$ cat src/rtl/core/desbm_pkg.sv
// ----------------------------------------------------------------------------
// desbm_pkg
// types, constants and permutation functions for the des block-mode core
// ----------------------------------------------------------------------------
package desbm_pkg;

  localparam int unsigned NumRounds   = 16;
  localparam int unsigned HalfKeyBits = 28;
  localparam int unsigned RkBits      = 48;
  localparam int unsigned SegBits     = 8;

  typedef logic [3:0] round_idx_t;

  typedef enum logic [1:0] {
    MODE_ECB = 2'd0,
    MODE_CBC = 2'd1,
    MODE_CFB = 2'd2,
    MODE_OFB = 2'd3
  } mode_t;

  typedef enum logic [1:0] {
    REG_KEY  = 2'd0,
    REG_IV   = 2'd1,
    REG_MODE = 2'd2,
    REG_DEC  = 2'd3
  } reg_idx_t;

  // key schedule control between top level and round-key memory
  typedef struct packed {
    logic       busy;
    logic       wr;
    round_idx_t idx;
  } ks_stat_t;

  // tables in standard numbering: entry value 1 is msb of the input
  localparam byte unsigned IP_T[64] = '{
    58,50,42,34,26,18,10,2, 60,52,44,36,28,20,12,4,
    62,54,46,38,30,22,14,6, 64,56,48,40,32,24,16,8,
    57,49,41,33,25,17,9,1,  59,51,43,35,27,19,11,3,
    61,53,45,37,29,21,13,5, 63,55,47,39,31,23,15,7};
  localparam byte unsigned FP_T[64] = '{
    40,8,48,16,56,24,64,32, 39,7,47,15,55,23,63,31,
    38,6,46,14,54,22,62,30, 37,5,45,13,53,21,61,29,
    36,4,44,12,52,20,60,28, 35,3,43,11,51,19,59,27,
    34,2,42,10,50,18,58,26, 33,1,41,9,49,17,57,25};
  localparam byte unsigned E_T[48] = '{
    32,1,2,3,4,5, 4,5,6,7,8,9, 8,9,10,11,12,13, 12,13,14,15,16,17,
    16,17,18,19,20,21, 20,21,22,23,24,25, 24,25,26,27,28,29, 28,29,30,31,32,1};
  localparam byte unsigned P_T[32] = '{
    16,7,20,21,29,12,28,17, 1,15,23,26,5,18,31,10,
    2,8,24,14,32,27,3,9, 19,13,30,6,22,11,4,25};
  localparam byte unsigned PC1_T[56] = '{
    57,49,41,33,25,17,9, 1,58,50,42,34,26,18,
    10,2,59,51,43,35,27, 19,11,3,60,52,44,36,
    63,55,47,39,31,23,15, 7,62,54,46,38,30,22,
    14,6,61,53,45,37,29, 21,13,5,28,20,12,4};
  localparam byte unsigned PC2_T[48] = '{
    14,17,11,24,1,5, 3,28,15,6,21,10, 23,19,12,4,26,8, 16,7,27,20,13,2,
    41,52,31,37,47,55, 30,40,51,45,33,48, 44,49,39,56,34,53, 46,42,50,36,29,32};
  localparam logic [15:0] ROT2_T = 16'b0111_1110_1111_1100; // bit j: shift 2 in round j

  localparam logic [3:0] SBOX_T[8][64] = '{
  '{14,4,13,1,2,15,11,8,3,10,6,12,5,9,0,7, 0,15,7,4,14,2,13,1,10,6,12,11,9,5,3,8,
    4,1,14,8,13,6,2,11,15,12,9,7,3,10,5,0, 15,12,8,2,4,9,1,7,5,11,3,14,10,0,6,13},
  '{15,1,8,14,6,11,3,4,9,7,2,13,12,0,5,10, 3,13,4,7,15,2,8,14,12,0,1,10,6,9,11,5,
    0,14,7,11,10,4,13,1,5,8,12,6,9,3,2,15, 13,8,10,1,3,15,4,2,11,6,7,12,0,5,14,9},
  '{10,0,9,14,6,3,15,5,1,13,12,7,11,4,2,8, 13,7,0,9,3,4,6,10,2,8,5,14,12,11,15,1,
    13,6,4,9,8,15,3,0,11,1,2,12,5,10,14,7, 1,10,13,0,6,9,8,7,4,15,14,3,11,5,2,12},
  '{7,13,14,3,0,6,9,10,1,2,8,5,11,12,4,15, 13,8,11,5,6,15,0,3,4,7,2,12,1,10,14,9,
    10,6,9,0,12,11,7,13,15,1,3,14,5,2,8,4, 3,15,0,6,10,1,13,8,9,4,5,11,12,7,2,14},
  '{2,12,4,1,7,10,11,6,8,5,3,15,13,0,14,9, 14,11,2,12,4,7,13,1,5,0,15,10,3,9,8,6,
    4,2,1,11,10,13,7,8,15,9,12,5,6,3,0,14, 11,8,12,7,1,14,2,13,6,15,0,9,10,4,5,3},
  '{12,1,10,15,9,2,6,8,0,13,3,4,14,7,5,11, 10,15,4,2,7,12,9,5,6,1,13,14,0,11,3,8,
    9,14,15,5,2,8,12,3,7,0,4,10,1,13,11,6, 4,3,2,12,9,5,15,10,11,14,1,7,6,0,8,13},
  '{4,11,2,14,15,0,8,13,3,12,9,7,5,10,6,1, 13,0,11,7,4,9,1,10,14,3,5,12,2,15,8,6,
    1,4,11,13,12,3,7,14,10,15,6,8,0,5,9,2, 6,11,13,8,1,4,10,7,9,5,0,15,14,2,3,12},
  '{13,2,8,4,6,15,11,1,10,9,3,14,5,0,12,7, 1,15,13,8,10,3,7,4,12,5,6,11,0,14,9,2,
    7,11,4,1,9,12,14,2,0,6,10,13,15,3,5,8, 2,1,14,7,4,10,8,13,15,12,9,0,3,5,6,11}};

  function automatic logic [63:0] perm_ip(input logic [63:0] v, input logic fin);
    logic [63:0] r;
    for (int i = 0; i < 64; i++) begin
      r[63-i] = fin ? v[64-FP_T[i]] : v[64-IP_T[i]];
    end
    return r;
  endfunction

  function automatic logic [55:0] perm_pc1(input logic [63:0] k);
    logic [55:0] r;
    for (int i = 0; i < 56; i++) begin
      r[55-i] = k[64-PC1_T[i]];
    end
    return r;
  endfunction

  function automatic logic [47:0] perm_pc2(input logic [55:0] cd);
    logic [47:0] r;
    for (int i = 0; i < 48; i++) begin
      r[47-i] = cd[56-PC2_T[i]];
    end
    return r;
  endfunction

  function automatic logic [27:0] rot28(input logic [27:0] x, input logic two);
    return two ? {x[25:0], x[27:26]} : {x[26:0], x[27]};
  endfunction

  function automatic logic [31:0] feistel(input logic [31:0] r, input logic [47:0] k);
    logic [47:0] x;
    logic [31:0] s;
    logic [5:0]  six;
    logic [31:0] p;
    for (int i = 0; i < 48; i++) begin
      x[47-i] = r[32-E_T[i]];
    end
    x = x ^ k;
    for (int i = 0; i < 8; i++) begin
      six = x[47-6*i -: 6];
      s[31-4*i -: 4] = SBOX_T[i][{six[5], six[0], six[4:1]}];
    end
    for (int i = 0; i < 32; i++) begin
      p[31-i] = s[32-P_T[i]];
    end
    return p;
  endfunction

endpackage

$ cat src/rtl/core/desbm_rkmem.sv
// ----------------------------------------------------------------------------
// desbm_rkmem
// round-key memory, 16 x 48, one write and one registered read per cycle
// ----------------------------------------------------------------------------
module desbm_rkmem (
  input  logic                   clk,
  input  desbm_pkg::ks_stat_t    ks,
  input  logic [47:0]            wr_data,
  input  desbm_pkg::round_idx_t  rd_idx,
  output logic [47:0]            rd_data
);

  logic [47:0] mem [16];

  always_ff @(posedge clk) begin
    if (ks.wr) begin
      mem[ks.idx] <= wr_data;
    end
    rd_data <= mem[rd_idx];
  end

endmodule

$ cat src/rtl/core/desbm_keysched.sv
// ----------------------------------------------------------------------------
// desbm_keysched
// sequential key schedule: one round key per cycle into the key memory
// ----------------------------------------------------------------------------
module desbm_keysched (
  input  logic                 clk,
  input  logic                 rst_n,
  input  logic                 start,
  input  logic [63:0]          key,
  output desbm_pkg::ks_stat_t  ks,
  output logic [47:0]          rk
);

  logic [27:0] c_r, d_r, c_nxt, d_nxt;
  logic [3:0]  idx_r;
  logic        busy_r;
  logic [55:0] cd0;
  logic        two;

  assign cd0   = desbm_pkg::perm_pc1(key);
  assign two   = desbm_pkg::ROT2_T[idx_r];
  assign c_nxt = desbm_pkg::rot28(c_r, two);
  assign d_nxt = desbm_pkg::rot28(d_r, two);
  assign rk    = desbm_pkg::perm_pc2({c_nxt, d_nxt});
  assign ks    = '{busy: busy_r | start, wr: busy_r, idx: idx_r};

  always_ff @(posedge clk) begin
    if (!rst_n) begin
      busy_r <= 1'b1;
      idx_r  <= '0;
      c_r    <= '0;
      d_r    <= '0;
    end else if (start) begin
      busy_r <= 1'b1;
      idx_r  <= '0;
      c_r    <= cd0[55:28];
      d_r    <= cd0[27:0];
    end else if (busy_r) begin
      c_r   <= c_nxt;
      d_r   <= d_nxt;
      idx_r <= idx_r + 4'd1;
      if (idx_r == 4'd15) begin
        busy_r <= 1'b0;
      end
    end
  end

endmodule

$ cat src/rtl/core/des_cipher_with_block_modes_core.sv
// ----------------------------------------------------------------------------
// des_cipher_with_block_modes_core
// des engine with ecb, cbc, cfb-8 and ofb-8 chaining
// ----------------------------------------------------------------------------
// channel | direction | ports                          | accepted when
// in      | input     | in_valid, in_stall, in_data_in, | in_valid && !in_stall
//         |           | in_first_item                  |
// out     | output    | out_valid, out_stall, out_data_out | out_valid && !out_stall
// cfg     | input     | cfg_we, cfg_idx, cfg_wdata     | cfg_we
//
// one transaction runs as a read of the first round key, sixteen
// rounds each fed by a registered read of the round-key memory, then the
// final permutation into the output register
// after reset and after each key write the schedule fills the round-key
// memory, one round key at a time; no input transaction is taken meanwhile
// a new input is taken while the output register waits, only after the
// result is drained by the consumer can the following result be stored
// ----------------------------------------------------------------------------
module des_cipher_with_block_modes_core (
  input  logic        clk,
  input  logic        rst_n,
  input  logic        cfg_we,
  input  logic [1:0]  cfg_idx,
  input  logic [63:0] cfg_wdata,
  input  logic        in_valid,
  output logic        in_stall,
  input  logic [63:0] in_data_in,
  input  logic        in_first_item,
  output logic        out_valid,
  input  logic        out_stall,
  output logic [63:0] out_data_out
);

  typedef enum logic [2:0] {
    ST_IDLE  = 3'b001,
    ST_ROUND = 3'b010,
    ST_DONE  = 3'b100
  } state_t;

  state_t          state_r;
  logic [63:0]     iv_r, chain_r, din_r;
  desbm_pkg::mode_t mode_r;
  logic            dec_r, edec_r;
  logic [31:0]     l_r, r_r;
  logic [4:0]      cnt_r;
  logic [63:0]     res_r;
  logic            ovalid_r;

  desbm_pkg::ks_stat_t   ks;
  logic [47:0]           ks_rk, rk_rd;
  desbm_pkg::round_idx_t rd_idx;
  logic                  key_wr;

  logic        in_acc, out_acc, done_go;
  logic [63:0] chain_use, blk_in, ip_v, fp_v, res_nxt, chain_nxt;
  logic [7:0]  ks_byte, res_byte;

  assign key_wr = cfg_we && (cfg_idx == desbm_pkg::REG_KEY);

  desbm_keysched u_ks (
    .clk(clk), .rst_n(rst_n), .start(key_wr), .key(cfg_wdata),
    .ks(ks), .rk(ks_rk)
  );

  // round index into memory: key for the next round, reversed when decrypting
  logic [3:0] nxt_round;
  logic       edec_r_sel;
  assign nxt_round = (state_r == ST_IDLE) ? 4'd0 : cnt_r[3:0] + 4'd1;
  assign rd_idx    = edec_r_sel ? ~nxt_round : nxt_round;

  desbm_rkmem u_mem (
    .clk(clk), .ks(ks), .wr_data(ks_rk), .rd_idx(rd_idx), .rd_data(rk_rd)
  );

  assign in_stall = (state_r != ST_IDLE) || ks.busy;
  assign in_acc   = in_valid && !in_stall;
  assign out_acc  = ovalid_r && !out_stall;
  // result leaves the engine once the output register is free or draining
  assign done_go  = (state_r == ST_DONE) && (!ovalid_r || out_acc);
  assign out_valid    = ovalid_r;
  assign out_data_out = res_r;

  // engine direction: feedback byte modes always run the encrypt direction
  logic in_edec;
  assign in_edec    = dec_r && ((mode_r == desbm_pkg::MODE_ECB) ||
                                (mode_r == desbm_pkg::MODE_CBC));
  assign edec_r_sel = (state_r == ST_IDLE) ? in_edec : edec_r;

  // input block selection, chain reload on message start
  always_comb begin
    chain_use = in_first_item ? iv_r : chain_r;
    case (mode_r)
      desbm_pkg::MODE_ECB: blk_in = in_data_in;
      desbm_pkg::MODE_CBC: blk_in = dec_r ? in_data_in : (in_data_in ^ chain_use);
      default:             blk_in = chain_use;
    endcase
  end

  assign ip_v = desbm_pkg::perm_ip(blk_in, 1'b0);
  assign fp_v = desbm_pkg::perm_ip({r_r, l_r}, 1'b1);

  // mode post-processing after the final permutation
  always_comb begin
    ks_byte   = fp_v[63:56];
    res_byte  = din_r[7:0] ^ ks_byte;
    res_nxt   = fp_v;
    chain_nxt = chain_r;
    case (mode_r)
      desbm_pkg::MODE_ECB: begin
        res_nxt = fp_v;
      end
      desbm_pkg::MODE_CBC: begin
        if (dec_r) begin
          res_nxt   = fp_v ^ chain_r;
          chain_nxt = din_r;
        end else begin
          res_nxt   = fp_v;
          chain_nxt = fp_v;
        end
      end
      desbm_pkg::MODE_CFB: begin
        res_nxt   = {56'd0, res_byte};
        chain_nxt = {chain_r[55:0], dec_r ? din_r[7:0] : res_byte};
      end
      default: begin
        res_nxt   = {56'd0, res_byte};
        chain_nxt = {chain_r[55:0], ks_byte};
      end
    endcase
  end

  always_ff @(posedge clk) begin
    if (!rst_n) begin
      iv_r     <= '0;
      mode_r   <= desbm_pkg::MODE_ECB;
      dec_r    <= 1'b0;
      chain_r  <= '0;
      state_r  <= ST_IDLE;
      ovalid_r <= 1'b0;
      cnt_r    <= '0;
      edec_r   <= 1'b0;
    end else begin
      if (cfg_we) begin
        case (cfg_idx)
          desbm_pkg::REG_KEY:  ;  // key feeds the round-key schedule directly
          desbm_pkg::REG_IV:   iv_r   <= cfg_wdata;
          desbm_pkg::REG_MODE: mode_r <= desbm_pkg::mode_t'(cfg_wdata[1:0]);
          desbm_pkg::REG_DEC:  dec_r  <= cfg_wdata[0];
          default: ;
        endcase
      end
      if (done_go) begin
        ovalid_r <= 1'b1;
      end else if (out_acc) begin
        ovalid_r <= 1'b0;
      end
      case (state_r)
        ST_IDLE: begin
          if (in_acc) begin
            // first key read issued this cycle, lands with the round counter at 0
            chain_r <= in_first_item ? iv_r : chain_r;
            edec_r  <= in_edec;
            cnt_r   <= '0;
            state_r <= ST_ROUND;
          end
        end
        ST_ROUND: begin
          cnt_r <= cnt_r + 5'd1;
          if (cnt_r == 5'd15) begin
            state_r <= ST_DONE;
          end
        end
        ST_DONE: begin
          // hold here while the previous result still waits
          if (done_go) begin
            chain_r <= chain_nxt;
            state_r <= ST_IDLE;
          end
        end
        default: state_r <= ST_IDLE;
      endcase
    end
  end

  // datapath registers
  always_ff @(posedge clk) begin
    if (in_acc) begin
      din_r <= in_data_in;
      l_r   <= ip_v[63:32];
      r_r   <= ip_v[31:0];
    end else if (state_r == ST_ROUND) begin
      l_r <= r_r;
      r_r <= l_r ^ desbm_pkg::feistel(r_r, rk_rd);
    end
    if (done_go) begin
      res_r <= res_nxt;
    end
  end

endmodule

$ cat config.mk
export PLATFORM = sky130hd
export DESIGN_NAME = des_cipher_with_block_modes_core
export DESIGN_NICKNAME = d
export VERILOG_FILES = /design/src/rtl/core/desbm_pkg.sv /design/src/rtl/core/desbm_rkmem.sv /design/src/rtl/core/desbm_keysched.sv /design/src/rtl/core/des_cipher_with_block_modes_core.sv
export SDC_FILE = /design/constraint.sdc
export NUM_CORES = 2
export LEC_CHECK = 0
export BUFFER_PORTS_ARGS = -buffer_cell sky130_fd_sc_hd__buf_2
export CAP_MARGIN = 20
export CORE_MARGIN = 1.5
export CORE_UTILIZATION = 35
export DETAILED_ROUTE_END_ITERATION = 6
export GPL_TIMING_DRIVEN = 0
export HOLD_SLACK_MARGIN = 0.12
export SYNTH_ARGS = -nofsm -noshare
export SYNTH_HDL_FRONTEND = slang
export SYNTH_HIERARCHICAL = 1
export SYNTH_SLANG_ARGS = --single-unit
$ cat constraint.sdc
create_clock -name clk -period 4.5 [get_ports clk]
set_input_delay 0.225 -clock clk [delete_from_list [all_inputs] [get_ports clk]]
set_output_delay 0.225 -clock clk [all_outputs]
set_load 0.05 [all_outputs]
==> summary.md <==
| Metric | Value |
|---|---|
| P_int | `20.1 mW` |
| Post-route ant nets | `0` |
| Post-Syn Nets | `4435` |
| Tot GR Track Use | `0.248` |
| # DRC | `0` |
| Net Switching | `7.71 mW` |
| Avg Synthesized Cell Area | `13.4 µm²` |
| Worst slew pin tran | `1310 ps` |
| Util after Layout | `0.419` |
| Peak VDD IR | `0.401 mV` |
| Most used cell, CP | `clkbuf_4` |
| Fin cells | `7029` |
| Fin Hold WS | `218 ps` |
| # IOs | `202` |
| Post-synthesis cell area | `56600 µm²` |
| Max Cap Violations | `0` |
| Critical Path RT | `5130 ps` |
| Startpoint Class | `register` |
| Global route total overflow | `0` |
| Synthesis-to-layout area growth | `18.9%` |
| Port Buffers | `200` |
| Synth cell types | `84` |
| Setup violators final | `0` |
| Seq cells post-synth | `1211` |
| Leak Pwr | `22.6 nW` |
| DP Worst Slack | `-1870 ps` |
| Worst-Skew Late Latency | `790 ps` |
| Post-placement cell count | `6649` |
| Synth Warn # | `6` |
| Die X-Extent | `405 µm` |
| Clock buffer count from CTS | `132` |
| Crit share post-route | `0.991` |
| CTS Buffer Depth | `3` |
| Die area | `164000 µm²` |
| Final Hold Viols | `0` |
| CTS tree | `done` |
| Top FF cell, synth | `edfxtp_1` |
| Power share of the combinational group | `0.152` |
| Sw Share | `0.277` |
| Vias post-DR | `40.5k` |
| Crit Path Class | `register to register` |
| CP delay by family, top | `buffers and inverters` |
| Via density | `5.77` |
| Worst Path Buf+Inv | `6` |
| Cells after Synth | `4231` |
| Gp weighted congestion | `0.987` |
| Clock Pin Slew Worst Setup and Hold Paths | `60 ps` |
| Final slew viol count | `0` |
| Starting DRT DRC Count | `5202` |
| Slowest CP cell | `buf_1` |
| RSZ-0062 raised after global routing | `no` |
| PwrDens | `414 nW/µm²` |
| Fmax | `224 MHz` |
| Largest net degree at the start of global routing | `59` |
| Count of flip-flops with a built-in enable after synthesis | `960` |
| Setup Fix Bufs, Post-CTS | `0` |
| Crit-path max FO | `10` |
| Fillers | `14.7k` |
| CP Cell Sequence | `clkbuf_2, clkbuf_4, buf_2, clkbuf_4, nand3_1, o21ai_1, buf_4, buf_1, mux4_2, a22oi_1, nand2_1` |
| Post-Route WL | `207 mm` |
| Status | `complete, no violations` |
| DR pass1 iterations | `6` |
| Commonest non-fill, non-tap cell in the layout | `edfxtp_1` |
| CTS root buf | `clkbuf_16` |
| CTS Sinks | `1211` |
| Vias in the first global route | `38.2k` |
| Initial antenna violation count | `16` |
| CP arrival | `5080 ps` |
| Starting density of the core | `0.352` |
| Final HPWL DP | `149 mm` |
| Placement row count | `147` |
| Rel. slew slack | `0.124` |
| Post-layout nets | `4964` |
| Asr flop ratio synth | `0` |
| Seq/Total Area, Yosys | `0.599` |
| Critical Path Max Stage Delay | `710 ps` |
| Clk pwr share | `0.394` |
| Die Span Y | `405 µm` |
| First-pass GRT wire length | `287 mm` |
| Detailed-route wire length per cell | `29.5 µm` |
| Worst setup margin | `42.7 ps` |
| Min cycle time layout | `4460 ps` |
| Hold/Removal Path Class | `primary input to register` |
| Most frequent cells in the layout | `960 x edfxtp_1, 338 x nand2_1, 284 x o21ai_0, 251 x dfxtp_1, 250 x buf_2` |
| H-tree Lvls | `4` |
| Clock skew | `49.8 ps` |
| Seq pwr share | `0.454` |
| Worst setup EP type | `register` |
| Share of cells above drive strength 1 | `0.188` |
| Core area | `161000 µm²` |
==> synthesized netlist by cell type (33+ instances only) <==
master    count  area (µm²)
edfxtp_1    960       28800
nand2_1     339        1270
o21ai_0     285        1430
nor2_1      254         953
dfxtp_1     251        5020
mux4_2      218        4910
mux2i_1     213        2130
clkbuf_1    194         728
a211oi_1    150        1130
a21oi_1     125         626
a21boi_0    109         818
a22oi_1      99         743
xnor2_1      95         832
nand3_1      79         395
nor2b_1      70         438
ha_1         68         851
o21a_1       66         495
o21ai_1      61         305
buf_2        48         240
a31oi_1      46         288
inv_1        46         173
xor2_1       46         403
nand2b_1     39         244
nor3_1       33         165
==> cell families after synthesis <==
logic type,after synthesis,synth area share
AOI/OAI and AO/OA,1069,0.122
xor gates and xnor gates,167,0.0297
adders and majority gates,68,0.0150
buffers and inverters,371,0.0295
DFF,1211,0.599
muxes,490,0.139
and+or+nand+nor,855,0.0664
==> stage by stage <==
stage                     total power [mW]  instance area, µm²   TNS, ps
after floorplan                       15.4               56600         0
final                                 27.8               67300         0
after CTS                             27.9               67200         0
after detailed placement              16.9               61400    -77840
after global routing                  28.7               67200         0
after global placement                16.8               60300  -1659000
==> area by class of cell <==
type	instances	area (µm²)	share of cell area
clock buffers	166	3520	0.0524
diodes	2	5.00	0.0000744
well taps	2160	2700	0.0402
plain buffers	312	1530	0.0227
clock inverters	75	862	0.0128
multi-input cells	2649	21200	0.315
flip-flops and latches	1211	33900	0.503
repair buffers	396	3380	0.0503
inverters	58	220	0.00327
==> state kept, by name, summed over array words and instances (netlist names) <==
| name | flops |
|---|---|
| u_mem/mem | 768 |
| u_mem/rd_data | 48 |
| mode_r | 2 |
| din_r | 64 |
| u_ks/busy_r | 1 |
| out_valid | 1 |
| cnt_r | 5 |
| iv_r | 64 |
| chain_r | 64 |
| u_ks/idx_r | 4 |
| u_ks/d_r | 28 |
| edec_r | 1 |
| u_ks/two | 1 |
| state_r | 3 |
| l_r | 32 |
| dec_r | 1 |
| r_r | 32 |
| out_data_out | 64 |
| u_ks/c_r | 28 |
==> metal layers <==
layer	GRT usage	vias up	share of wire
li1	-	17200	-
met1	0.344	20400	0.40
met2	0.361	2502	0.43
met3	0.0782	395	0.13
met4	0.0919	2	0.040
met5	0	-	0.000058
==> final timing paths <==
path / start / end / slack [ps] / cells past startpoint
hold reg to reg: iv_r[36]$_SDFFE_PN0P_ / iv_r[36]$_SDFFE_PN0P_ / 470 / 2
setup / recovery: dec_r$_SDFFE_PN0P_ / u_mem/rd_data[19]$_DFF_P_ / 40 / 11
setup reg to reg: dec_r$_SDFFE_PN0P_ / u_mem/rd_data[19]$_DFF_P_ / 40 / 11
hold / removal: in_data_in[39] / din_r[39]$_DFFE_PN_ / 220 / 2
==> timing repair <==
action	CTS	global route
hold buffers	136	0
setup endpoints to repair	52	59
endpoints found under the hold margin	267	0
resized for setup	32	15
==> power groups by stage <==
stage	Sequential (mW)	Clock (mW)	Combinational, mW
CTS	12.6	11.1	4.15
finish	12.6	11.0	4.23
detailed placement	12.9	0	4.04
global placement	12.9	0	3.94
floorplan	12.8	0	2.60
global route	12.7	11.5	4.50
Power figures use the tool's default switching activity.
